**config.mk**
```make
export PLATFORM = sky130hd
export DESIGN_NAME = scg_result_buf_flat
export DESIGN_NICKNAME = d
export VERILOG_FILES = /design/src/hdl/scg_pkg.sv /design/src/hdl/scg_ifs.sv /design/src/hdl/scg_result_buf.sv /design/src/flat_wrapper.sv
export SDC_FILE = /design/constraint.sdc
export NUM_CORES = 1
export LEC_CHECK = 0
export BUFFER_PORTS_ARGS = -buffer_cell sky130_fd_sc_hd__buf_2
export CAP_MARGIN = 25
export CORE_MARGIN = 2
export CORE_UTILIZATION = 40
export CTS_CLUSTER_DIAMETER = 120
export DETAILED_ROUTE_END_ITERATION = 7
export PLACE_DENSITY_LB_ADDON = 0.15
export SLEW_MARGIN = 10
export SYNTH_ARGS = -nofsm -noshare
export SYNTH_HDL_FRONTEND = slang
export SYNTH_SLANG_ARGS = --single-unit
```
**constraint.sdc**
```tcl
create_clock -name clk -period 1.8 [get_ports clk]
set_input_delay 0.36 -clock clk [delete_from_list [all_inputs] [get_ports clk]]
set_output_delay 0.36 -clock clk [all_outputs]
set_load 0.1 [all_outputs]
```
**src/hdl/scg_pkg.sv**
```systemverilog
// ----------------------------------------------------------------------------
// Scaled Scharr gradient package
// Shared widths, types, register codes and arithmetic helpers for the
// gradient core and its submodules.
// ----------------------------------------------------------------------------
package scg_pkg;

  // Default line length of the line store.
  localparam int MAX_WIDTH_DEFAULT = 1024;

  // Field widths.
  localparam int PIXEL_W      = 8;
  localparam int GRAD_W       = 14;
  localparam int ROW_W        = 16;
  localparam int COL_W        = 10;
  localparam int SMOOTH_W     = 14;
  localparam int DIFF_W       = 9;
  localparam int WIDE_W       = 15;
  localparam int WIDTH_REG_W  = 11;
  localparam int HEIGHT_REG_W = 16;
  localparam int CFG_INDEX_W  = 2;
  localparam int CFG_DATA_W   = 16;

  // Configuration register indexes.
  localparam logic [CFG_INDEX_W-1:0] REG_IMAGE_WIDTH  = CFG_INDEX_W'(0);
  localparam logic [CFG_INDEX_W-1:0] REG_IMAGE_HEIGHT = CFG_INDEX_W'(1);

  // Register reset values.
  localparam logic [WIDTH_REG_W-1:0]  WIDTH_RESET  = WIDTH_REG_W'(1024);
  localparam logic [HEIGHT_REG_W-1:0] HEIGHT_RESET = HEIGHT_REG_W'(480);

  // Kernel weights of the smoothing tap.
  localparam int SMOOTH_EDGE   = 6;
  localparam int SMOOTH_CENTER = 20;

  // Result slots of one item, in output order.
  localparam int RESULTS_MAX = 4;
  localparam int SLOT_W      = 2;
  localparam int SLOT_A_PREV = 0;  // row above, previous column
  localparam int SLOT_A_LAST = 1;  // row above, last column
  localparam int SLOT_B_PREV = 2;  // final row, previous column
  localparam int SLOT_B_LAST = 3;  // final row, last column

  typedef logic [PIXEL_W-1:0]       pixel_t;
  typedef logic [SMOOTH_W-1:0]      smooth_t;
  typedef logic signed [DIFF_W-1:0] diff_t;
  typedef logic signed [WIDE_W-1:0] wide_t;
  typedef logic signed [GRAD_W-1:0] grad_t;
  typedef logic [ROW_W-1:0]         row_t;
  typedef logic [COL_W-1:0]         col_t;

  // One line store word: the pixel one row back and the one two rows back.
  typedef struct packed {
    pixel_t one;
    pixel_t two;
  } line_pair_t;

  // Position flags of the item in the window stage.
  typedef struct packed {
    logic row_ge1;
    logic row_ge2;
    logic col_is0;
    logic col_is1;
    logic last_col;
    logic last_row;
  } item_flags_t;

  typedef struct packed {
    grad_t grad_x;
    grad_t grad_y;
    row_t  row;
    col_t  col;
  } result_t;

  // All results caused by one item.
  typedef struct packed {
    logic [RESULTS_MAX-1:0] valid;
    logic                   frame_end;
    result_t [RESULTS_MAX-1:0] entry;
  } bundle_t;

  // Vertical smoothing of one column: 6*(top+bot) + 20*mid.
  function automatic smooth_t smooth_col(pixel_t top, pixel_t mid, pixel_t bot);
    smooth_t edge_sum;
    edge_sum = smooth_t'(top) + smooth_t'(bot);
    return smooth_t'(edge_sum * smooth_t'(SMOOTH_EDGE) + smooth_t'(mid) * smooth_t'(SMOOTH_CENTER));
  endfunction

  // Vertical difference of one column: bot - top.
  function automatic diff_t diff_col(pixel_t top, pixel_t bot);
    return diff_t'({1'b0, bot}) - diff_t'({1'b0, top});
  endfunction

  // Horizontal difference of smoothed columns.
  function automatic grad_t x_grad(smooth_t right, smooth_t left);
    wide_t d;
    d = wide_t'({1'b0, right}) - wide_t'({1'b0, left});
    return grad_t'(d);
  endfunction

  // Horizontal smoothing of column differences.
  function automatic grad_t y_grad(diff_t left, diff_t right, diff_t center);
    wide_t edge_sum;
    wide_t total;
    edge_sum = wide_t'(left) + wide_t'(right);
    total    = edge_sum * wide_t'(SMOOTH_EDGE) + wide_t'(center) * wide_t'(SMOOTH_CENTER);
    return grad_t'(total);
  endfunction

endpackage

```
**src/hdl/scg_ifs.sv**
```systemverilog


// Gradient result channel.
interface scg_grad_if;
  logic           valid;
  logic           ready;
  scg_pkg::grad_t grad_x;
  scg_pkg::grad_t grad_y;
  scg_pkg::row_t  out_row;
  scg_pkg::col_t  out_col;
  logic           last_of_run;
  logic           frame_end;

  modport source (output valid, output grad_x, output grad_y, output out_row,
                  output out_col, output last_of_run, output frame_end, input ready);
  modport sink   (input valid, input grad_x, input grad_y, input out_row,
                  input out_col, input last_of_run, input frame_end, output ready);
endinterface


```
**src/hdl/scg_result_buf.sv**
```systemverilog
// ----------------------------------------------------------------------------
// Scaled Scharr gradient result buffer
// Holds the results of one item and hands them out one per cycle, while the
// output is ready, in slot order, marking the last one of the item and of the frame.
// ----------------------------------------------------------------------------
module scg_result_buf (
  input  logic              clk,
  input  logic              rst,
  input  logic              load,
  input  scg_pkg::bundle_t  bundle,
  output logic              can_load,
  scg_grad_if.source        grads
);

  logic [scg_pkg::RESULTS_MAX-1:0] valid;
  logic                            frame_end;
  scg_pkg::result_t [scg_pkg::RESULTS_MAX-1:0] entry;

  logic [scg_pkg::SLOT_W-1:0] slot;
  logic                       one_left;
  logic                       take;

  // Lowest pending slot goes out first.
  always_comb begin
    slot = '0;
    for (int i = scg_pkg::RESULTS_MAX - 1; i >= 0; i--) begin
      if (valid[i]) begin
        slot = scg_pkg::SLOT_W'(i);
      end
    end
    one_left = (valid != '0) &&
               ((valid & (valid - scg_pkg::RESULTS_MAX'(1))) == '0);
    take     = grads.valid && grads.ready;
    can_load = (valid == '0) || (one_left && grads.ready);
  end

  // Output channel.
  always_comb begin
    grads.valid       = (valid != '0);
    grads.grad_x      = entry[slot].grad_x;
    grads.grad_y      = entry[slot].grad_y;
    grads.out_row     = entry[slot].row;
    grads.out_col     = entry[slot].col;
    grads.last_of_run = one_left;
    grads.frame_end   = one_left && frame_end;
  end

  // Pending flags.
  always_ff @(posedge clk) begin
    if (rst) begin
      valid <= '0;
    end else if (load) begin
      valid <= bundle.valid;
    end else if (take) begin
      valid[slot] <= 1'b0;
    end
  end

  // Result payload.
  always_ff @(posedge clk) begin
    if (load) begin
      entry     <= bundle.entry;
      frame_end <= bundle.frame_end;
    end
  end

endmodule
```
**src/flat_wrapper.sv**
```systemverilog
// flat-port wrapper written by rule: the top's interface ports become plain ports
module scg_result_buf_flat 
  (clk, rst, load, bundle, can_load, grads_valid, grads_grad_x, grads_grad_y, grads_out_row, grads_out_col, grads_last_of_run, grads_frame_end, grads_ready);
  scg_grad_if grads_i ();
  input  logic clk;
  input  logic rst;
  input  logic load;
  input  scg_pkg::bundle_t bundle;
  output logic can_load;
  output wire logic [$bits(grads_i.valid)-1:0] grads_valid;
  output wire logic [$bits(grads_i.grad_x)-1:0] grads_grad_x;
  output wire logic [$bits(grads_i.grad_y)-1:0] grads_grad_y;
  output wire logic [$bits(grads_i.out_row)-1:0] grads_out_row;
  output wire logic [$bits(grads_i.out_col)-1:0] grads_out_col;
  output wire logic [$bits(grads_i.last_of_run)-1:0] grads_last_of_run;
  output wire logic [$bits(grads_i.frame_end)-1:0] grads_frame_end;
  input wire logic [$bits(grads_i.ready)-1:0] grads_ready;
  assign grads_valid = grads_i.valid;
  assign grads_grad_x = grads_i.grad_x;
  assign grads_grad_y = grads_i.grad_y;
  assign grads_out_row = grads_i.out_row;
  assign grads_out_col = grads_i.out_col;
  assign grads_last_of_run = grads_i.last_of_run;
  assign grads_frame_end = grads_i.frame_end;
  assign grads_i.ready = grads_ready;
  scg_result_buf u_core (.clk(clk), .rst(rst), .load(load), .bundle(bundle), .can_load(can_load), .grads(grads_i));
endmodule
```
==> summary.md, run 1 <==
| Metric | Value |
|---|---|
| Comb power frac | 27.0% |
| Worst path most repeated cell | buf_12 |
| Startpoint Class | register |
| RSZ-0062 raised after global routing | true |
| Root buffer cell | clkbuf_16 |
| Hold Path Stages | 1 |
| Leak | 0.00569 uW |
| Router iterations before antenna repair | 6 |
| Syn Nets | 731 |
| Crit path kind | reg -> out |
| CTS H-Tree Depth | 1 |
| Register share of total power | 42.2% |
| Reg2reg path depth | 4 |
| Skew-Pair Late Insertion Delay | 0.50 ns |
| R2R Setup Slk | 0.41 ns |
| Total Routing Usage GR | 21.7% |
| Ys async rst share | 0% |
| Cell count after synthesis | 506 |
| Status | finished with violations |
| Maximum VDD drop | 0.713 mV |
| Max Freq | 440 MHz |
| Die area | 22,500 um2 |
| Largest net degree at the start of global routing | 59 |
| Number of nets in the layout | 1,143 |
| Worst hold slack | 0.0246 ns |
| Drt drc | 0 |
| Die width | 150 um |
| Final worst slack | -0.473 ns |
| Delay-heaviest family, CP | compound AO/OA/AOI/OAI gates |
| RR Startpoint | u_core.valid[1] |
| Post-synthesis cell type count | 26 |
| Period utilisation layout | 126% |
| Synth top area cells | edfxtp_1 (77%), a221o_1 (6.4%), a22o_1 (5.6%), a21oi_1 (3.4%), inv_1 (2.5%) |
| DRT iter0 DRCs | 232 |
| Reg-to-Reg End | u_core.valid[2] |
| Switching power | 4400 uW |
| Longest Clk Path Bufs | 3 |
| Post-route core utilization | 66.0% |
| Sw Ratio | 29.8% |
| Core ar. | 21,000 um2 |
| DP HPWL | 15,700 um |
| Final WL | 25,000 um |
| Grt total ovfl | 0 |
| Buf/Inv on CP | 2 |
| CTS Buf Count | 24 |
| Synth Flop Type | edfxtp_1 |
| Register area share after synthesis | 77.5% |
| # fillers | 1,501 |
| Core Rows | 53 |
| Power Internal | 10,400 uW |
| I/O pins | 283 |
| Max-Cap Viols | 0 |
| Arr. time, crit path | 1.91 ns |
| CTS clk-pin slew, worst paths | 0.06 ns |
| Syn Area/Cell | 16.8 um2 |
| Largest area contributor in the netlist | edfxtp_1 |
| # setup viols final | 57 |
| Synthesis Warnings | 0 |
| Post-route ant nets | 0 |
| Sum Neg Setup Slack | -25.21 ns |
| Slew @ Worst Pin | 0.545 ns |
| Slew HR | 63.6% |
| Max Slew Vio Count | 0 |
| Number of global-route vias before repair | 6,585 |
| Most common cell in the netlist | edfxtp_1 |
| Worst-path fanout max | 22 |
| Die Y | 150 um |
| Power share of the clock group | 30.7% |
| Hold path startpoint | bundle[72] |
| Dpl cells | 1,059 |
| Initial core utilization | 40.6% |
| Via count | 6,196 |
| Final Critical Period | 2.27 ns |
| Vias per inst | 5.11 |
| Clock sink count | 221 |
| CTS tree | yes |
| CP max stage cell | dfxtp_4 |
| Post-synth EDFFs | 217 |
| Crit-path max cell delay | 0.41 ns |
| Post-synth top cells | edfxtp_1 (217), a21oi_1 (58), inv_1 (57) |
| Initial antenna violation count | 1 |
| Count of final hold-check violations | 0 |
| Final Non-Filler Cells | 1,212 |
| Critical-path cell list | nor2b_4, buf_12, a221o_1, a22o_4, buf_12 |
| Layout cell share with drive strength beyond 1 | 45.4% |
| Drt wl/cell | 20.6 um |
| First-pass GRT wire length | 37,200 um |
| Port Buf Inserts | 282 |
| Skew final | 0.000138 ns |
| Synth-to-layout area growth | 62.5% |
| Yosys reg bits | 221 |
| Worst Setup End Kind | output port |
| Endpoint, Worst Hold | u_core.entry[72] |
| Post-synth top area share | 76.6% |
| Data required time at the worst endpoint | 1.44 ns |
| Placer Congestion | 0.802 |
| Pwr dens | 1070 nW/um2 |
| Crit. Startpoint | u_core.valid[2] |
| Cell area after synthesis | 8510 um2 |
| Failing checks | setup timing |
| Hold Path Class | in -> reg |
-- kinds of logic (layout without fill, tap and decap cells) --
family | after synthesis | in the layout | share of synthesized area [%]
adder cells (fa/ha/maj) | 1 | 1 | 0.132
AND/OR/NAND/NOR | 12 | 12 | 0.794
buffers and inverters | 96 | 526 | 5.34
flip-flops | 221 | 221 | 77.5
AO/OA/AOI/OAI | 175 | 175 | 16.1
other | 0 | 1 | 0
XOR/XNOR | 1 | 1 | 0.103
-- layout by cell type, fill, tap and decap left out, drive strengths merged --
cell | netlist | layout
buf | 19 | 321
edfxtp | 217 | 217
dlygate4sd3 | 0 | 99
a21oi | 58 | 58
inv | 57 | 57
a221o | 54 | 54
a22o | 54 | 54
clkbuf | 20 | 32
clkinv | 0 | 13
nand2 | 5 | 5
dfxtp | 4 | 4
nor2 | 3 | 3
o211ai | 2 | 2
o311ai | 2 | 2
bufbuf | 0 | 2
diode | 0 | 1
a21o | 1 | 1
nor2b | 1 | 1
nand3b | 1 | 1
xor2 | 1 | 1
o21ai | 1 | 1
maj3 | 1 | 1
nand2b | 1 | 1
a211o | 1 | 1
o31ai | 1 | 1
a21boi | 1 | 1
nor3b | 1 | 1
clkinvlp | 0 | 1
bufinv | 0 | 1
-- worst reg2reg max path: stages, from the launching register on --
cell,delay (ns)
dfxtp_4,0.37
buf_12,0.14
bufbuf_16,0.30
o311ai_0,0.32
a21oi_1,0.13
-- power groups by stage --
stage / clock [uW] / sequential [uW] / combinational (uW)
detailed placement: 0 / 6350 / 3700
finish: 4540 / 6240 / 4000
floorplan: 0 / 6300 / 2230
global placement: 0 / 6330 / 3670
CTS: 4650 / 6240 / 3950
global route: 4870 / 6280 / 4130
-- worst max path at each step --
stage / slack [ns] / cells past startpoint / endpoint
detailed placement: -0.006 / 5 / grads_last_of_run
finish: -0.47 / 5 / grads_out_col[4]
global placement: 0.001 / 5 / grads_last_of_run
floorplan: -0.37 / 5 / can_load
CTS: -0.49 / 5 / grads_grad_x[11]
global route: -0.54 / 5 / grads_out_col[8]
-- timing repair --
item,4_1_cts,5_1_grt
setup endpoints to repair,58,57
hold buffers,98,1
gates resized for setup,11,7
pin swaps,2,7
endpoints found under the hold margin,98,1
setup buffers,4,0
cloned,3,2
-- final cells by class --
cell class / count / area, um2 / share of cell area [%]
Clock inverter: 15 / 105 / 0.760
Timing Repair Buffer: 425 / 3960 / 28.7
Antenna cell: 1 / 2.50 / 0.0181
Multi-Input combinational cell: 189 / 1970 / 14.3
Clock buffer: 29 / 619 / 4.48
Inverter: 57 / 214 / 1.55
Sequential cell: 221 / 6610 / 47.8
Tap cell: 275 / 344 / 2.49
-- metal layers --
metal	global-route usage, %	vias to the layer above	share of wire (%)
met5	0	-	0
met4	6.23	0	1.9
met3	4.48	37	7.7
met2	37.8	264	51
met1	27.4	3040	39
li1	-	2855	-
-- sequential cells by signal (all words and copies together), names as in the netlist --
register / count
u_core.frame_end: 1
u_core.valid: 4
u_core.entry: 216
-- per-stage QoR --
| stage | total power (uW) | setup slack [ns] | instance area, um2 |
|---|---|---|---|
| floorplan | 8530 | -0.367 | 8950 |
| global placement | 10000 | 0.00116 | 11800 |
| detailed placement | 10100 | -0.00556 | 11800 |
| CTS | 14800 | -0.490 | 13700 |
| global route | 15300 | -0.543 | 13800 |
| finish | 14800 | -0.473 | 13800 |
Power figures use the tool's default switching activity.
==> run 2: changes to the inputs <==
- SETUP_SLACK_MARGIN: default -> 0.5
==> run 2 against run 1 <==
- clock skew grew 0.0066 ns
- first-iteration DRC count grew 49%
- the run still ends with setup timing left
- count of clock-buffer cells in the layout is the same
- sequential share of layout area grew 4.5 points
- worst setup slack gained 0.023 ns
- largest cell class unchanged
==> summary.md, run 2 (same netlist as run 1, synthesis figures left out) <==
| Metric | Value |
|---|---|
| Number of nets in the layout | 1,032 (-9.7%) |
| Delay-heaviest family, CP | compound AO/OA/AOI/OAI gates |
| Router iterations before antenna repair | 4 (-2) |
| Maximum VDD drop | 0.787 mV (+10%) |
| Skew final | 0.00669 ns (+0.00656 ns) |
| Startpoint Class | register |
| Setup bufs post-CTS | 0 (-4) |
| Reg2reg path depth | 4 (unchanged) |
| Initial antenna violation count | 6 (+5) |
| I/O pins | 283 (unchanged) |
| Max-Cap Viols | 0 (unchanged) |
| Crit-path max cell delay | 0.40 ns (about the same) |
| Status | finished with violations |
| Hold Path Class | in -> reg |
| Core Rows | 53 (unchanged) |
| Met2 usage | 31.7% (-6.1 points) |
| CTS tree | yes |
| First-pass GRT wire length | 32,500 um (-12%) |
| Tot Pwr | 14,600 uW (-1.3%) |
| Largest net degree at the start of global routing | 47 (-20%) |
| Core ar. | 21,000 um2 (unchanged) |
| Via count | 5,669 (-8.5%) |
| Total Routing Usage GR | 18.8% (-2.9 points) |
| DP HPWL | 14,800 um (-5.8%) |
| Buf/Inv on CP | 2 (unchanged) |
| Arr. time, crit path | 1.89 ns (-0.02 ns) |
| Max Slew Vio Count | 0 (unchanged) |
| Pre-CTS setup slack | 0.0128 ns (+0.0184 ns) |
| Leak | 0.00517 uW (-9.1%) |
| Final worst slack | -0.450 ns (+0.0226 ns) |
| CTS Buf Count | 24 (unchanged) |
| Critical Path End | grads_grad_x[4] |
| DRT iter0 DRCs | 346 (+49%) |
| CTS clk-pin slew, worst paths | 0.06 ns (about the same) |
| Die area | 22,500 um2 (unchanged) |
| Port Buf Inserts | 282 (unchanged) |
| Final Critical Period | 2.25 ns (-0.0226 ns) |
| Worst Setup End Kind | output port |
| Reg-to-Reg End | u_core.valid[3] |
| Layout cell share with drive strength beyond 1 | 49.9% (+4.5 points) |
| CTS H-Tree Depth | 1 (unchanged) |
| Clock sink count | 221 (unchanged) |
| Synth-to-layout area growth | 48.5% |
| Count of final hold-check violations | 0 (unchanged) |
| Max Freq | 444 MHz (+1.0%) |
| Placed cell area | 11,800 um2 (-0.35%) |
| Largest regs | u_core.entry (216), u_core.valid (4), u_core.frame_end (1) |
| Slew @ Worst Pin | 0.432 ns (-0.114 ns) |
| Most frequent cells in the layout | buf_2 (223), edfxtp_1 (217), buf_12 (70) |
| Root buffer cell | clkbuf_16 |
| Final WL | 21,700 um (-13%) |
| Grt total ovfl | 0 (unchanged) |
| Fin area | 12,600 um2 (-8.6%) |
| Commonest non-fill, non-tap cell in the layout | buf_2 |
| Skew-Pair Late Insertion Delay | 0.50 ns (about the same) |
| Drt drc | 0 (unchanged) |
| Die width | 150 um (unchanged) |
| Critical-path cell list | nor2b_4, clkbuf_16, a221o_1, a22o_4, buf_12 |
| Number of global-route vias before repair | 6,068 (-7.9%) |
| R2R Setup Slk | 0.59 ns (+0.18 ns) |
| RR Startpoint | u_core.valid[2] |
| Met1 GRT Util | 23.9% (-3.4 points) |
| Busiest grt layer | met2 |
| Placer Congestion | 0.776 (-3.2%) |
| # setup viols final | 57 (unchanged) |
| Failing checks | setup timing |
| Crit path kind | reg -> out |
| Data required time at the worst endpoint | 1.44 ns (about the same) |
| Hold path startpoint | bundle[180] |
| Worst-path fanout max | 16 (-27%) |
| Met3 Use GR | 5.64% (+1.2 points) |
| RSZ-0062 raised after global routing | true |
| Max reg flops | 216 (unchanged) |
| Crit. Startpoint | u_core.valid[2] |
| CP max stage cell | dfxtp_4 |
| WP depth | 5 (unchanged) |
| Sum Neg Setup Slack | -24.35 ns (+0.858 ns) |
| Slew HR | 71.1% (+7.4 points) |
| Largest Register | u_core.entry |
| Period utilisation layout | 125% (-1.3 points) |
| Longest Clk Path Bufs | 3 (unchanged) |
| Post-route ant nets | 0 (unchanged) |
| Drt wl/cell | 19.7 um (-4.7%) |
| Die Y | 150 um (unchanged) |
| Pwr dens | 1150 nW/um2 (+7.9%) |
| Vias per inst | 5.13 (+0.45%) |
| Initial core utilization | 40.6% (unchanged) |
[run 2: metrics by stage]
step | cells | hold WS [ns] | utilization (%)
after global routing | 1102 | 0.000418 | 60.3
after floorplan | 506 | 0.422 | -
after detailed placement | 1051 | 0.538 | 56.3
after CTS | 1094 | 0.00380 | 59.9
final | 1104 | 0.0306 | 60.3
after global placement | 1051 | 0.537 | 56.3
[run 2: final cells by class]
type                       count  area, um2
tap                          275        344
fill                        1656       8320
timing repair buffer         314       2720
sequential                   221       6610
clock inverter                14        113
inverter                      57        214
clock buffer                  29        641
multi-input combinational    189       1990
antenna                        5       12.5
[run 2: routing by layer]
metal / share of wire [%] / routed length (um)
met1: 39 / 8380
met2: 50 / 10800
met3: 9.9 / 2140
met4: 1.7 / 360
met5: 0.097 / 21
[run 2: worst min path at each step]
stage / endpoint / slack [ns] / cells past startpoint
2_1_floorplan: u_core.valid[3] / 0.42 / 1
3_5_place_dp: u_core.entry[175] / 0.54 / 1
3_3_place_gp: u_core.entry[175] / 0.54 / 1
5_1_grt: u_core.entry[70] / 0.0004 / 1
6_report: u_core.entry[180] / 0.03 / 1
4_1_cts: u_core.entry[29] / 0.004 / 1
[run 2: where the power goes]
| part | switching [uW] | internal (uW) |
|---|---|---|
| Sequential | 134 | 6100 |
| Clock | 1860 | 2800 |
| Combinational | 2220 | 1470 |
[run 2: repair_timing]
item,4_1_cts,5_1_grt
resized for setup,2,5
setup endpoints to repair,58,61
pin swaps,0,2
hold endpoints to repair,0,4
gates cloned,0,1
hold buffers,0,4
