## src/hdl/scg_pkg.sv

```systemverilog
// ----------------------------------------------------------------------------
// Scaled Scharr gradient package
// Shared widths, types, register codes and arithmetic helpers for the
// gradient core and its submodules.
// ----------------------------------------------------------------------------
package scg_pkg;

  // Default line length of the line store.
  localparam int MAX_WIDTH_DEFAULT = 1024;

  // Field widths.
  localparam int PIXEL_W      = 8;
  localparam int GRAD_W       = 14;
  localparam int ROW_W        = 16;
  localparam int COL_W        = 10;
  localparam int SMOOTH_W     = 14;
  localparam int DIFF_W       = 9;
  localparam int WIDE_W       = 15;
  localparam int WIDTH_REG_W  = 11;
  localparam int HEIGHT_REG_W = 16;
  localparam int CFG_INDEX_W  = 2;
  localparam int CFG_DATA_W   = 16;

  // Configuration register indexes.
  localparam logic [CFG_INDEX_W-1:0] REG_IMAGE_WIDTH  = CFG_INDEX_W'(0);
  localparam logic [CFG_INDEX_W-1:0] REG_IMAGE_HEIGHT = CFG_INDEX_W'(1);

  // Register reset values.
  localparam logic [WIDTH_REG_W-1:0]  WIDTH_RESET  = WIDTH_REG_W'(1024);
  localparam logic [HEIGHT_REG_W-1:0] HEIGHT_RESET = HEIGHT_REG_W'(480);

  // Kernel weights of the smoothing tap.
  localparam int SMOOTH_EDGE   = 6;
  localparam int SMOOTH_CENTER = 20;

  // Result slots of one item, in output order.
  localparam int RESULTS_MAX = 4;
  localparam int SLOT_W      = 2;
  localparam int SLOT_A_PREV = 0;  // row above, previous column
  localparam int SLOT_A_LAST = 1;  // row above, last column
  localparam int SLOT_B_PREV = 2;  // final row, previous column
  localparam int SLOT_B_LAST = 3;  // final row, last column

  typedef logic [PIXEL_W-1:0]       pixel_t;
  typedef logic [SMOOTH_W-1:0]      smooth_t;
  typedef logic signed [DIFF_W-1:0] diff_t;
  typedef logic signed [WIDE_W-1:0] wide_t;
  typedef logic signed [GRAD_W-1:0] grad_t;
  typedef logic [ROW_W-1:0]         row_t;
  typedef logic [COL_W-1:0]         col_t;

  // One line store word: the pixel one row back and the one two rows back.
  typedef struct packed {
    pixel_t one;
    pixel_t two;
  } line_pair_t;

  // Position flags of the item in the window stage.
  typedef struct packed {
    logic row_ge1;
    logic row_ge2;
    logic col_is0;
    logic col_is1;
    logic last_col;
    logic last_row;
  } item_flags_t;

  typedef struct packed {
    grad_t grad_x;
    grad_t grad_y;
    row_t  row;
    col_t  col;
  } result_t;

  // All results caused by one item.
  typedef struct packed {
    logic [RESULTS_MAX-1:0] valid;
    logic                   frame_end;
    result_t [RESULTS_MAX-1:0] entry;
  } bundle_t;

  // Vertical smoothing of one column: 6*(top+bot) + 20*mid.
  function automatic smooth_t smooth_col(pixel_t top, pixel_t mid, pixel_t bot);
    smooth_t edge_sum;
    edge_sum = smooth_t'(top) + smooth_t'(bot);
    return smooth_t'(edge_sum * smooth_t'(SMOOTH_EDGE) + smooth_t'(mid) * smooth_t'(SMOOTH_CENTER));
  endfunction

  // Vertical difference of one column: bot - top.
  function automatic diff_t diff_col(pixel_t top, pixel_t bot);
    return diff_t'({1'b0, bot}) - diff_t'({1'b0, top});
  endfunction

  // Horizontal difference of smoothed columns.
  function automatic grad_t x_grad(smooth_t right, smooth_t left);
    wide_t d;
    d = wide_t'({1'b0, right}) - wide_t'({1'b0, left});
    return grad_t'(d);
  endfunction

  // Horizontal smoothing of column differences.
  function automatic grad_t y_grad(diff_t left, diff_t right, diff_t center);
    wide_t edge_sum;
    wide_t total;
    edge_sum = wide_t'(left) + wide_t'(right);
    total    = edge_sum * wide_t'(SMOOTH_EDGE) + wide_t'(center) * wide_t'(SMOOTH_CENTER);
    return grad_t'(total);
  endfunction

endpackage

```

## src/hdl/scg_window.sv

```systemverilog
// ----------------------------------------------------------------------------
// Scaled Scharr gradient window
// Column sums and differences of the last three columns for the row above
// and for the final row, and the results that one item produces.
// ----------------------------------------------------------------------------
module scg_window (
  input  logic                 clk,
  input  logic                 rst,
  input  logic                 fire,
  input  scg_pkg::item_flags_t flags,
  input  scg_pkg::pixel_t      pixel,
  input  scg_pkg::line_pair_t  line,
  input  scg_pkg::row_t        row,
  input  scg_pkg::col_t        col,
  output scg_pkg::bundle_t     bundle
);

  // Three columns per lane; index 2 is the newest.
  scg_pkg::smooth_t sa [3];
  scg_pkg::diff_t   da [3];
  scg_pkg::smooth_t sb [3];

  scg_pkg::pixel_t  top_a;
  scg_pkg::pixel_t  top_b;
  scg_pkg::smooth_t sa_new;
  scg_pkg::diff_t   da_new;
  scg_pkg::smooth_t sb_new;
  scg_pkg::row_t    row_above;
  scg_pkg::col_t    col_prev;

  // New column values; rows above the frame mirror onto rows inside it.
  always_comb begin
    top_a  = flags.row_ge2 ? line.two : pixel;
    sa_new = scg_pkg::smooth_col(top_a, line.one, pixel);
    da_new = scg_pkg::diff_col(top_a, pixel);
    top_b  = flags.row_ge1 ? line.one : pixel;
    sb_new = scg_pkg::smooth_col(top_b, pixel, top_b);
  end

  // Results of this item, in output order.
  always_comb begin
    row_above = row - scg_pkg::row_t'(1);
    col_prev  = col - scg_pkg::col_t'(1);

    bundle.valid[scg_pkg::SLOT_A_PREV] = flags.row_ge1 && !flags.col_is0;
    bundle.valid[scg_pkg::SLOT_A_LAST] = flags.row_ge1 && flags.last_col;
    bundle.valid[scg_pkg::SLOT_B_PREV] = flags.last_row && !flags.col_is0;
    bundle.valid[scg_pkg::SLOT_B_LAST] = flags.last_row && flags.last_col;
    bundle.frame_end = flags.last_row && flags.last_col;

    // Row above, previous column; at column one the left neighbor mirrors.
    bundle.entry[scg_pkg::SLOT_A_PREV].grad_x =
      scg_pkg::x_grad(sa_new, flags.col_is1 ? sa_new : sa[1]);
    bundle.entry[scg_pkg::SLOT_A_PREV].grad_y =
      scg_pkg::y_grad(flags.col_is1 ? da_new : da[1], da_new, da[2]);
    bundle.entry[scg_pkg::SLOT_A_PREV].row = row_above;
    bundle.entry[scg_pkg::SLOT_A_PREV].col = col_prev;

    // Row above, last column; both neighbors mirror onto the same column.
    bundle.entry[scg_pkg::SLOT_A_LAST].grad_x = '0;
    bundle.entry[scg_pkg::SLOT_A_LAST].grad_y = flags.col_is0 ?
      scg_pkg::y_grad(da_new, da_new, da_new) : scg_pkg::y_grad(da[2], da[2], da_new);
    bundle.entry[scg_pkg::SLOT_A_LAST].row = row_above;
    bundle.entry[scg_pkg::SLOT_A_LAST].col = col;

    // Final row: the mirrored rows cancel, so the vertical gradient is zero.
    bundle.entry[scg_pkg::SLOT_B_PREV].grad_x =
      scg_pkg::x_grad(sb_new, flags.col_is1 ? sb_new : sb[1]);
    bundle.entry[scg_pkg::SLOT_B_PREV].grad_y = '0;
    bundle.entry[scg_pkg::SLOT_B_PREV].row = row;
    bundle.entry[scg_pkg::SLOT_B_PREV].col = col_prev;

    bundle.entry[scg_pkg::SLOT_B_LAST].grad_x = '0;
    bundle.entry[scg_pkg::SLOT_B_LAST].grad_y = '0;
    bundle.entry[scg_pkg::SLOT_B_LAST].row = row;
    bundle.entry[scg_pkg::SLOT_B_LAST].col = col;
  end

  // Shift the windows once per item.
  always_ff @(posedge clk) begin
    if (rst) begin
      for (int i = 0; i < 3; i++) begin
        sa[i] <= '0;
        da[i] <= '0;
        sb[i] <= '0;
      end
    end else if (fire) begin
      sa[0] <= sa[1];
      sa[1] <= sa[2];
      sa[2] <= sa_new;
      da[0] <= da[1];
      da[1] <= da[2];
      da[2] <= da_new;
      sb[0] <= sb[1];
      sb[1] <= sb[2];
      sb[2] <= sb_new;
    end
  end

endmodule

```

## config.mk

```make
export PLATFORM = sky130hd
export DESIGN_NAME = scg_window
export DESIGN_NICKNAME = d
export VERILOG_FILES = /design/src/hdl/scg_pkg.sv /design/src/hdl/scg_window.sv
export SDC_FILE = /design/constraint.sdc
export NUM_CORES = 1
export LEC_CHECK = 0
export BUFFER_PORTS_ARGS = -buffer_cell sky130_fd_sc_hd__buf_2
export CORE_UTILIZATION = 50
export CTS_CLUSTER_SIZE = 24
export DETAILED_ROUTE_END_ITERATION = 6
export GPL_TIMING_DRIVEN = 0
export PLACE_DENSITY = 0.83
export SKIP_CTS_REPAIR_TIMING = 1
export SLEW_MARGIN = 10
export SYNTH_ARGS = -nofsm -noshare
export SYNTH_HDL_FRONTEND = slang
export SYNTH_SLANG_ARGS = --single-unit
```

## constraint.sdc

```tcl
create_clock -name clk -period 20 [get_ports clk]
set_input_delay 4 -clock clk [delete_from_list [all_inputs] [get_ports clk]]
set_output_delay 4 -clock clk [all_outputs]
set_load 0.02 [all_outputs]
```

==> results.sh, run 1 <==
export IMPL_status="complete, no violations"
export IMPL_start_kind="primary input"
export IMPL_drv_cap=0
export IMPL_crit_fanout=10
export IMPL_die_x_um=153
export IMPL_drv_slew=0
export IMPL_cp_end_kind="output pin"
export IMPL_setup_viol=0
export IMPL_wl_um=28400
export IMPL_met3_usage_pct=2.92
export IMPL_cp_required_ps=16000
export IMPL_fmax_ghz=0.0686
export IMPL_cts_htree_levels=3
export IMPL_post_route_period_util_pct=72.9
export IMPL_syn_avg_cell_area_um2=8.64
export IMPL_layout_commonest_cell="buf_2"
export IMPL_ys_ff_latch=66
export IMPL_slew_headroom_pct=29.2
export IMPL_dp_hpwl_um=23700
export IMPL_rsz0062_at_grt="no"
export IMPL_initial_utilization_pct=51.6
export IMPL_syn_inst=1320
export IMPL_grt_busiest_layer="met2"
export IMPL_cts_tree="yes"
export IMPL_reg2reg_slack_ps=18970
export IMPL_dr_pass1_iters=5
export IMPL_arrival_ps=10580
export IMPL_fin_ws_ps=5420
export IMPL_antenna_cells=0
export IMPL_antenna_found_initial=0
export IMPL_syn2layout_area_growth_pct=17.3
export IMPL_dieArea_mm2=0.0234
export IMPL_cts_made_buffers=9
export IMPL_post_place_cells=1877
export IMPL_fp_dieH_um=153
export IMPL_gr_total_overflow=0
export IMPL_use_met1_pct=27.5
export IMPL_io_pins=280
export IMPL_ys_types=61
export IMPL_cts_root_buf="clkbuf_16"
export IMPL_layout_nets=1892
export IMPL_clock_path_buffers=2
export IMPL_rows=54
export IMPL_met2_usage_pct=44.6
export IMPL_finalCriticalPeriod_ps=14580
export IMPL_io_buffers=215
export IMPL_route_detailed_drc=0
export IMPL_fin_cells=1893
export IMPL_viasPerCell=5.21
export IMPL_tightest_slew_ps=1050
export IMPL_vias=9856
export IMPL_clk_latency_ps=340
export IMPL_drtIter0Drc=481
export IMPL_grt_usage_pct=23.9
export IMPL_grt_max_degree=67
export IMPL_synthArstFlopShare_pct=0
export IMPL_ant_nets=0
export IMPL_hold_path_class="reg2reg"
export IMPL_synth_area_mm2=0.0114
export IMPL_fin_skew_ps=6.19
export IMPL_first_global_vias=9323
export IMPL_fillers=1873
export IMPL_yosys_most_used_dff="edfxtp_1"
export IMPL_final_cell_mix="buf_2, ha_1, buf_4"
export IMPL_crit_type="in2out"
export IMPL_preCtsSetupSlack_ps=5640
export IMPL_fin_setup_tns_ps=0
export IMPL_place_gp_congestion=0.953
export IMPL_drt_wirelength_per_cell_um=15.0
export IMPL_grt_pass1_wl_um=45100
export IMPL_hold_viol_final=0
export IMPL_coreArea_mm2=0.0221
export IMPL_yosysSeqAreaShare_pct=17.4
export IMPL_clock_sinks=66
export IMPL_drive_gt1_share_pct=24.3
export IMPL_ys_warn_count=0
export IMPL_path_clk_slew_ps=60
export IMPL_synth_edff_count=66
[cell type report]
class	instances	area (µm²)	share of cell area [%]
Clock inverter	5	55.1	0.412
Sequential cell	66	1980	14.8
Clock buffer	11	233	1.74
Buffer	157	1120	8.40
Tap cell	280	350	2.62
Multi-Input combinational cell	1040	8090	60.5
Inverter	118	443	3.31
Timing Repair Buffer	216	1100	8.25
[routing by layer]
| layer | share of wire (%) | vias up |
|---|---|---|
| met3 | 5.6 | 61 |
| met4 | 3.1 | 0 |
| met1 | 41 | 4515 |
| li1 | - | 4941 |
| met5 | 0 | - |
| met2 | 50 | 339 |
[worst paths after layout]
kind         cells past startpoint                      end                    start
max                             26               bundle[39]                 flags[4]
min reg2reg                      1  sb[1][13]$_SDFFCE_PN0P_  sb[2][13]$_SDFFCE_PN0P_
max reg2reg                      2   sa[1][1]$_SDFFCE_PN0P_   sa[2][1]$_SDFFCE_PN0P_
min                              1  sb[1][13]$_SDFFCE_PN0P_  sb[2][13]$_SDFFCE_PN0P_
[registers in the layout, indices dropped and copies added, names as in the netlist]
| register | flops |
|---|---|
| sb | 24 |
| sa | 26 |
| da | 16 |
[synth_stat cells (2+ instances only)]
cell type | instances | area (µm²)
buf_4 | 142 | 1070
a221oi_1 | 2 | 17.5
and2_1 | 57 | 357
clkbuf_1 | 12 | 45.0
mux2i_1 | 31 | 310
a211oi_1 | 8 | 60.1
or3_1 | 7 | 43.8
o211ai_1 | 3 | 22.5
o21ai_1 | 37 | 185
a21boi_1 | 12 | 90.1
o31ai_1 | 7 | 52.6
a211o_1 | 2 | 17.5
o21ai_0 | 25 | 125
fa_1 | 17 | 340
nand3_1 | 7 | 35.0
o21a_1 | 17 | 128
edfxtp_1 | 66 | 1980
xnor2_1 | 85 | 744
a311oi_1 | 2 | 17.5
nor2_1 | 101 | 379
inv_1 | 118 | 443
or4_1 | 3 | 22.5
a21o_1 | 26 | 195
buf_1 | 2 | 7.51
nor2b_1 | 35 | 219
ha_1 | 208 | 2600
a31oi_1 | 4 | 25.0
xor2_1 | 55 | 482
nand3b_1 | 4 | 30.0
o41ai_1 | 2 | 17.5
mux2_2 | 14 | 158
and3_1 | 2 | 12.5
nand4_1 | 2 | 12.5
nand2b_1 | 15 | 93.8
nor3_1 | 26 | 130
o21bai_1 | 16 | 120
nand2_1 | 49 | 184
nor4_1 | 3 | 18.8
a21oi_1 | 74 | 370
[stage by stage]
stage,area (µm²),utilization [%],hold slack (ps)
after floorplan,11600,-,497
after CTS,13400,60.6,517
after global placement,13100,59.1,499
after global routing,13400,60.6,525
after detailed placement,13100,59.2,504
final,13400,60.6,511
[worst max-delay path, cell delays in order]
cell	delay, ps
clkbuf_1	460
nand2_1	170
o21ai_0	160
ha_1	220
inv_1	60
fa_1	410
nand3_1	130
nand2_1	90
xnor2_1	830
mux2_2	330
ha_1	270
o21a_1	140
o21a_1	190
o31ai_2	260
a21boi_1	320
ha_1	290
ha_1	330
a21oi_1	210
xnor2_1	170
ha_1	320
and3_1	200
a211o_1	320
nor2_1	90
o21bai_1	60
xnor3_1	370
buf_2	160
[cells by family after synthesis]
kind of cell / count (synthesis) / share of synthesized area, %
and+or+nand+nor: 314 / 13.7
buffers and inverters: 275 / 13.7
AOI/OAI and AO/OA: 253 / 14.3
adders and majority gates: 225 / 25.8
xor gates and xnor gates: 141 / 10.9
DFF: 66 / 17.4
muxes: 45 / 4.10
other: 1 / 0.0329
Power of run 1 is left out: the tool's default activity adds up to more than one toggle a clock period on the data nets, which glitch-free logic cannot reach.
==> inputs of run 2 (changes only) <==
- ABC_AREA: not set -> 1
- PLACE_DENSITY: 0.83 -> 0.82
- clock period: 20 -> 14.2 ns (I/O delays scaled with it)
==> results.sh, run 2 <==
export IMPL_cts_made_buffers=9
export IMPL_post_place_cells=2321
export IMPL_clock_sinks=66
export IMPL_largest_reg_flops=26
export IMPL_fin_skew_ps=4.58
export IMPL_cp_required_ps=11360
export IMPL_cts_root_buf="clkbuf_16"
export IMPL_finalCriticalPeriod_ps=12010
export IMPL_cts_tree="yes"
export IMPL_ys_warn_count=0
export IMPL_dp_hpwl_um=25600
export IMPL_largest_register="sa"
export IMPL_coreArea_mm2=0.0238
export IMPL_hold_viol_final=0
export IMPL_slowest_delay_ps=560
export IMPL_layout_nets=2297
export IMPL_synthTopCellsByCount="nand2_1, inv_1, ha_1"
export IMPL_rsz0062_at_grt="no"
export IMPL_arrival_ps=9170
export IMPL_fmax_ghz=0.0833
export IMPL_io_buffers=215
export IMPL_antenna_cells=0
export IMPL_io_pins=280
export IMPL_crit_fanout=10
export IMPL_start_kind="primary input"
export IMPL_cp_end_kind="output pin"
export IMPL_status="complete, no violations"
export IMPL_first_global_vias=11000
export IMPL_viasPerCell=5.01
export IMPL_fin_setup_tns_ps=0
export IMPL_vias=11700
export IMPL_clk_latency_ps=340
export IMPL_hold_path_class="reg2reg"
export IMPL_layout_commonest_cell="nand2_1"
export IMPL_place_gp_congestion=0.933
export IMPL_synth_area_mm2=0.0123
export IMPL_yosysTopAreaCell="ha_1"
export IMPL_final_cell_mix="nand2_1, inv_1, buf_2"
export IMPL_slew_headroom_pct=49.6
export IMPL_route_detailed_drc=0
export IMPL_drv_cap=0
export IMPL_syn_inst=1725
export IMPL_stdcell_area_mm2=0.0144
export IMPL_synthArstFlopShare_pct=0
export IMPL_crit_slowest_cell="xor2_1"
export IMPL_drv_slew=0
export IMPL_grt_pass1_wl_um=49600
export IMPL_syn2layout_area_growth_pct=16.9
export IMPL_synth_edff_count=66
export IMPL_dr_pass1_iters=5
export IMPL_antenna_found_initial=0
export IMPL_yosysMostFrequentCell="nand2_1"
export IMPL_fin_cells=2337
export IMPL_wl_um=30400
export IMPL_ant_nets=0
export IMPL_yosys_most_used_dff="edfxtp_1"
export IMPL_initial_utilization_pct=51.7
export IMPL_cts_htree_levels=3
export IMPL_drtIter0Drc=550
export IMPL_synth_top_cell_area_share_pct=21.2
export IMPL_ys_ff_latch=66
export IMPL_tightest_slew_ps=754
export IMPL_path_clk_slew_ps=60
export IMPL_crit_type="in2out"
export IMPL_grt_max_degree=44
export IMPL_drt_wirelength_per_cell_um=13.0
export IMPL_post_dp_cell_area_mm2=0.0140
export IMPL_utilization_pct=60.4
export IMPL_reg_top3="sa: 26 flops, sb: 24 flops, da: 16 flops"
export IMPL_ys_types=50
export IMPL_grt_usage_pct=23.6
export IMPL_die_x_um=159
export IMPL_gr_total_overflow=0
export IMPL_post_route_period_util_pct=84.6
export IMPL_rows=56
export IMPL_clock_path_buffers=2
export IMPL_setup_viol=0
export IMPL_syn_avg_cell_area_um2=7.12
export IMPL_fp_dieH_um=159
export IMPL_yosysSeqAreaShare_pct=16.1
export IMPL_dieArea_mm2=0.0252
export IMPL_drive_gt1_share_pct=20.2
export IMPL_netlist_top_cells_area="ha_1, edfxtp_1, nand2_1, buf_4, inv_1"
## run 2: logic make-up (layout without fill, tap and decap cells)
group	Yosys count	in the layout	synth area share, %
fa+ha+maj	225	225	24.0
other cells	1	62	0.0305
xor+xnor	141	141	10.1
mux	2	2	0.163
simple gates	596	596	20.3
flops	66	66	16.1
buf+inv	438	670	17.7
compound gates	256	256	11.5
## run 2: stage by stage
step                      hold WS, ps  setup WS, ps
after detailed placement          534          2240
after global routing              570          1550
after floorplan                   519          3380
after global placement            522          2330
final                             541          2190
after CTS                         545          2180
## run 2: cell type report
cell class / count / area (µm²)
Clock buffer: 10 / 229
Buffer: 163 / 1150
Inverter: 275 / 1030
Timing Repair Buffer: 216 / 1100
Fill cell: 2172 / 9400
Clock inverter: 6 / 115
Multi-Input combinational cell: 1282 / 8350
Tap cell: 319 / 399
Sequential cell: 66 / 1980
## run 2: path summary, 6_finish.rpt
check	startpoint	endpoint	slack, ps	cells after the start
worst max-delay path	flags[4]	bundle[39]	2190	34
worst min register to register	sa[2][5]$_SDFFCE_PN0P_	sa[1][5]$_SDFFCE_PN0P_	540	2
worst min-delay path	sa[2][5]$_SDFFCE_PN0P_	sa[1][5]$_SDFFCE_PN0P_	540	2
worst max register to register	da[2][8]$_SDFFCE_PN0P_	da[1][8]$_SDFFCE_PN0P_	13180	2
## run 2: worst max-delay path, delay by kind of cell
kind	cells	cell delay [ps]
fa+ha+maj	6	1900
buf+inv	7	920
simple gates	9	930
compound gates	10	1760
xor+xnor	2	790
## run 2: layer usage
layer	vias up	wire length, µm	global-route usage (%)
met3	49	1600	2.80
met2	385	15400	45.3
li1	5971	-	-
met5	-	0	0
met1	5310	12700	26.9
met4	0	597	6.66
Power of run 2 is left out for the same reason.
==> inputs of run 3 (changes only) <==
- PLACE_DENSITY: 0.82 -> 0.85
- clock period: 14.2 -> 10.38 ns (I/O delays scaled with it)
==> results.sh, run 3 (synthesis gave the netlist of run 2 again) <==
export IMPL_post_route_period_util_pct=94.9
export IMPL_syn2layout_area_growth_pct=17.3
export IMPL_first_global_vias=11000
export IMPL_crit_type="in2out"
export IMPL_fin_skew_ps=7.04
export IMPL_hold_viol_final=0
export IMPL_reg2reg_from="da[2][8]$_SDFFCE_PN0P_"
export IMPL_drv_slew=0
export IMPL_fin_ws_ps=528
export IMPL_setup_viol=0
export IMPL_hold_path_startpoint="sb[2][7]$_SDFFCE_PN0P_"
export IMPL_cp_required_ps=8300
export IMPL_hold_path_class="reg2reg"
export IMPL_final_cell_mix="nand2_1, inv_1, buf_2"
export IMPL_tightest_slew_ps=902
export IMPL_path_clk_slew_ps=60
export IMPL_cts_tree="yes"
export IMPL_fp_dieH_um=159
export IMPL_grt_usage_pct=23.1
export IMPL_rows=56
export IMPL_cp_end_kind="output pin"
export IMPL_drv_cap=0
export IMPL_antenna_found_initial=1
export IMPL_r2r_cells=2
export IMPL_drt_wirelength_per_cell_um=13.0
export IMPL_post_dp_cell_area_mm2=0.0140
export IMPL_coreArea_mm2=0.0238
export IMPL_place_gp_congestion=0.919
export IMPL_arrival_ps=7780
export IMPL_reg_top3="sa: 26 flops, sb: 24 flops, da: 16 flops"
export IMPL_drtIter0Drc=615
export IMPL_dieArea_mm2=0.0252
export IMPL_reg2reg_slack_ps=9380
export IMPL_start_kind="primary input"
export IMPL_cts_made_buffers=9
export IMPL_dp_hpwl_um=25300
export IMPL_stdcell_area_mm2=0.0144
export IMPL_cp_endpoint="bundle[39]"
export IMPL_r2r_end="da[1][8]$_SDFFCE_PN0P_"
export IMPL_drive_gt1_share_pct=20.8
export IMPL_grt_max_degree=67
export IMPL_vias=11700
export IMPL_crit_slowest_cell="fa_1"
export IMPL_cts_htree_levels=3
export IMPL_route_detailed_drc=0
export IMPL_slowest_delay_ps=430
export IMPL_clk_latency_ps=330
export IMPL_cts_root_buf="clkbuf_16"
export IMPL_worstSetupStartpoint="flags[4]"
export IMPL_slew_headroom_pct=39.9
export IMPL_utilization_pct=60.7
export IMPL_clock_path_buffers=2
export IMPL_wl_um=30400
export IMPL_io_buffers=215
export IMPL_preCtsSetupSlack_ps=-170
export IMPL_finalCriticalPeriod_ps=9850
export IMPL_layout_nets=2297
export IMPL_ant_nets=0
export IMPL_initial_utilization_pct=51.7
export IMPL_rsz0062_at_grt="no"
export IMPL_layout_commonest_cell="nand2_1"
export IMPL_largest_reg_flops=26
export IMPL_hold_ws_ps=542
export IMPL_clock_sinks=66
export IMPL_viasPerCell=5.02
export IMPL_io_pins=280
export IMPL_grt_pass1_wl_um=49000
export IMPL_dr_pass1_iters=5
export IMPL_largest_register="sa"
export IMPL_die_x_um=159
export IMPL_status="complete, no violations"
export IMPL_fmax_ghz=0.102
export IMPL_gr_total_overflow=0
export IMPL_crit_fanout=10
==> run 3: cell count changes in the layout (fill, tap and decap cells not counted), sizes merged <==
cell,change
bufinv,-1
clkbuf,-1
clkinv,+2
diode,+1
==> run 3: how the worst min path moves through the flow <==
| stage | endpoint | depth (start not counted) | slack, ps |
|---|---|---|---|
| floorplan | sa[1][10]$_SDFFCE_PN0P_ | 2 | 520 |
| global placement | sa[1][5]$_SDFFCE_PN0P_ | 2 | 520 |
| detailed placement | sa[1][7]$_SDFFCE_PN0P_ | 2 | 540 |
| CTS | sb[1][3]$_SDFFCE_PN0P_ | 2 | 550 |
| global route | sa[1][4]$_SDFFCE_PN0P_ | 2 | 570 |
| finish | sb[1][7]$_SDFFCE_PN0P_ | 2 | 540 |
==> run 3: worst max-delay path, delay by kind of cell <==
kind,cells,cell delay (ps)
xor gates and xnor gates,3,700
adders and majority gates,6,1850
and+or+nand+nor,10,1120
AOI/OAI and AO/OA,8,1330
buffers and inverters,6,700
==> run 3: routing by layer <==
metal,share of wire [%],wire [µm],vias to the layer above,track usage [%]
li1,-,-,5984,-
met1,41,12500,5312,26.7
met2,51,15400,386,43.9
met3,5.8,1770,46,2.90
met4,2.1,646,0,6.71
met5,0,0,-,0
==> run 3: area by class of cell <==
type	count	area (µm²)
Sequential cell	66	1980
Multi-Input combinational cell	1282	8440
Inverter	275	1030
Timing Repair Buffer	216	1080
Fill cell	2112	9350
Clock inverter	7	93.8
Antenna cell	1	2.50
Buffer	163	1150
Tap cell	319	399
Clock buffer	9	225
==> run 3: metrics by stage <==
stage / cells / TNS [ps]
floorplan: 1786 / 0
global placement: 2320 / 0
detailed placement: 2320 / -170
CTS: 2336 / -172
global route: 2338 / 0
finish: 2338 / 0
Power of run 3 is left out for the same reason.
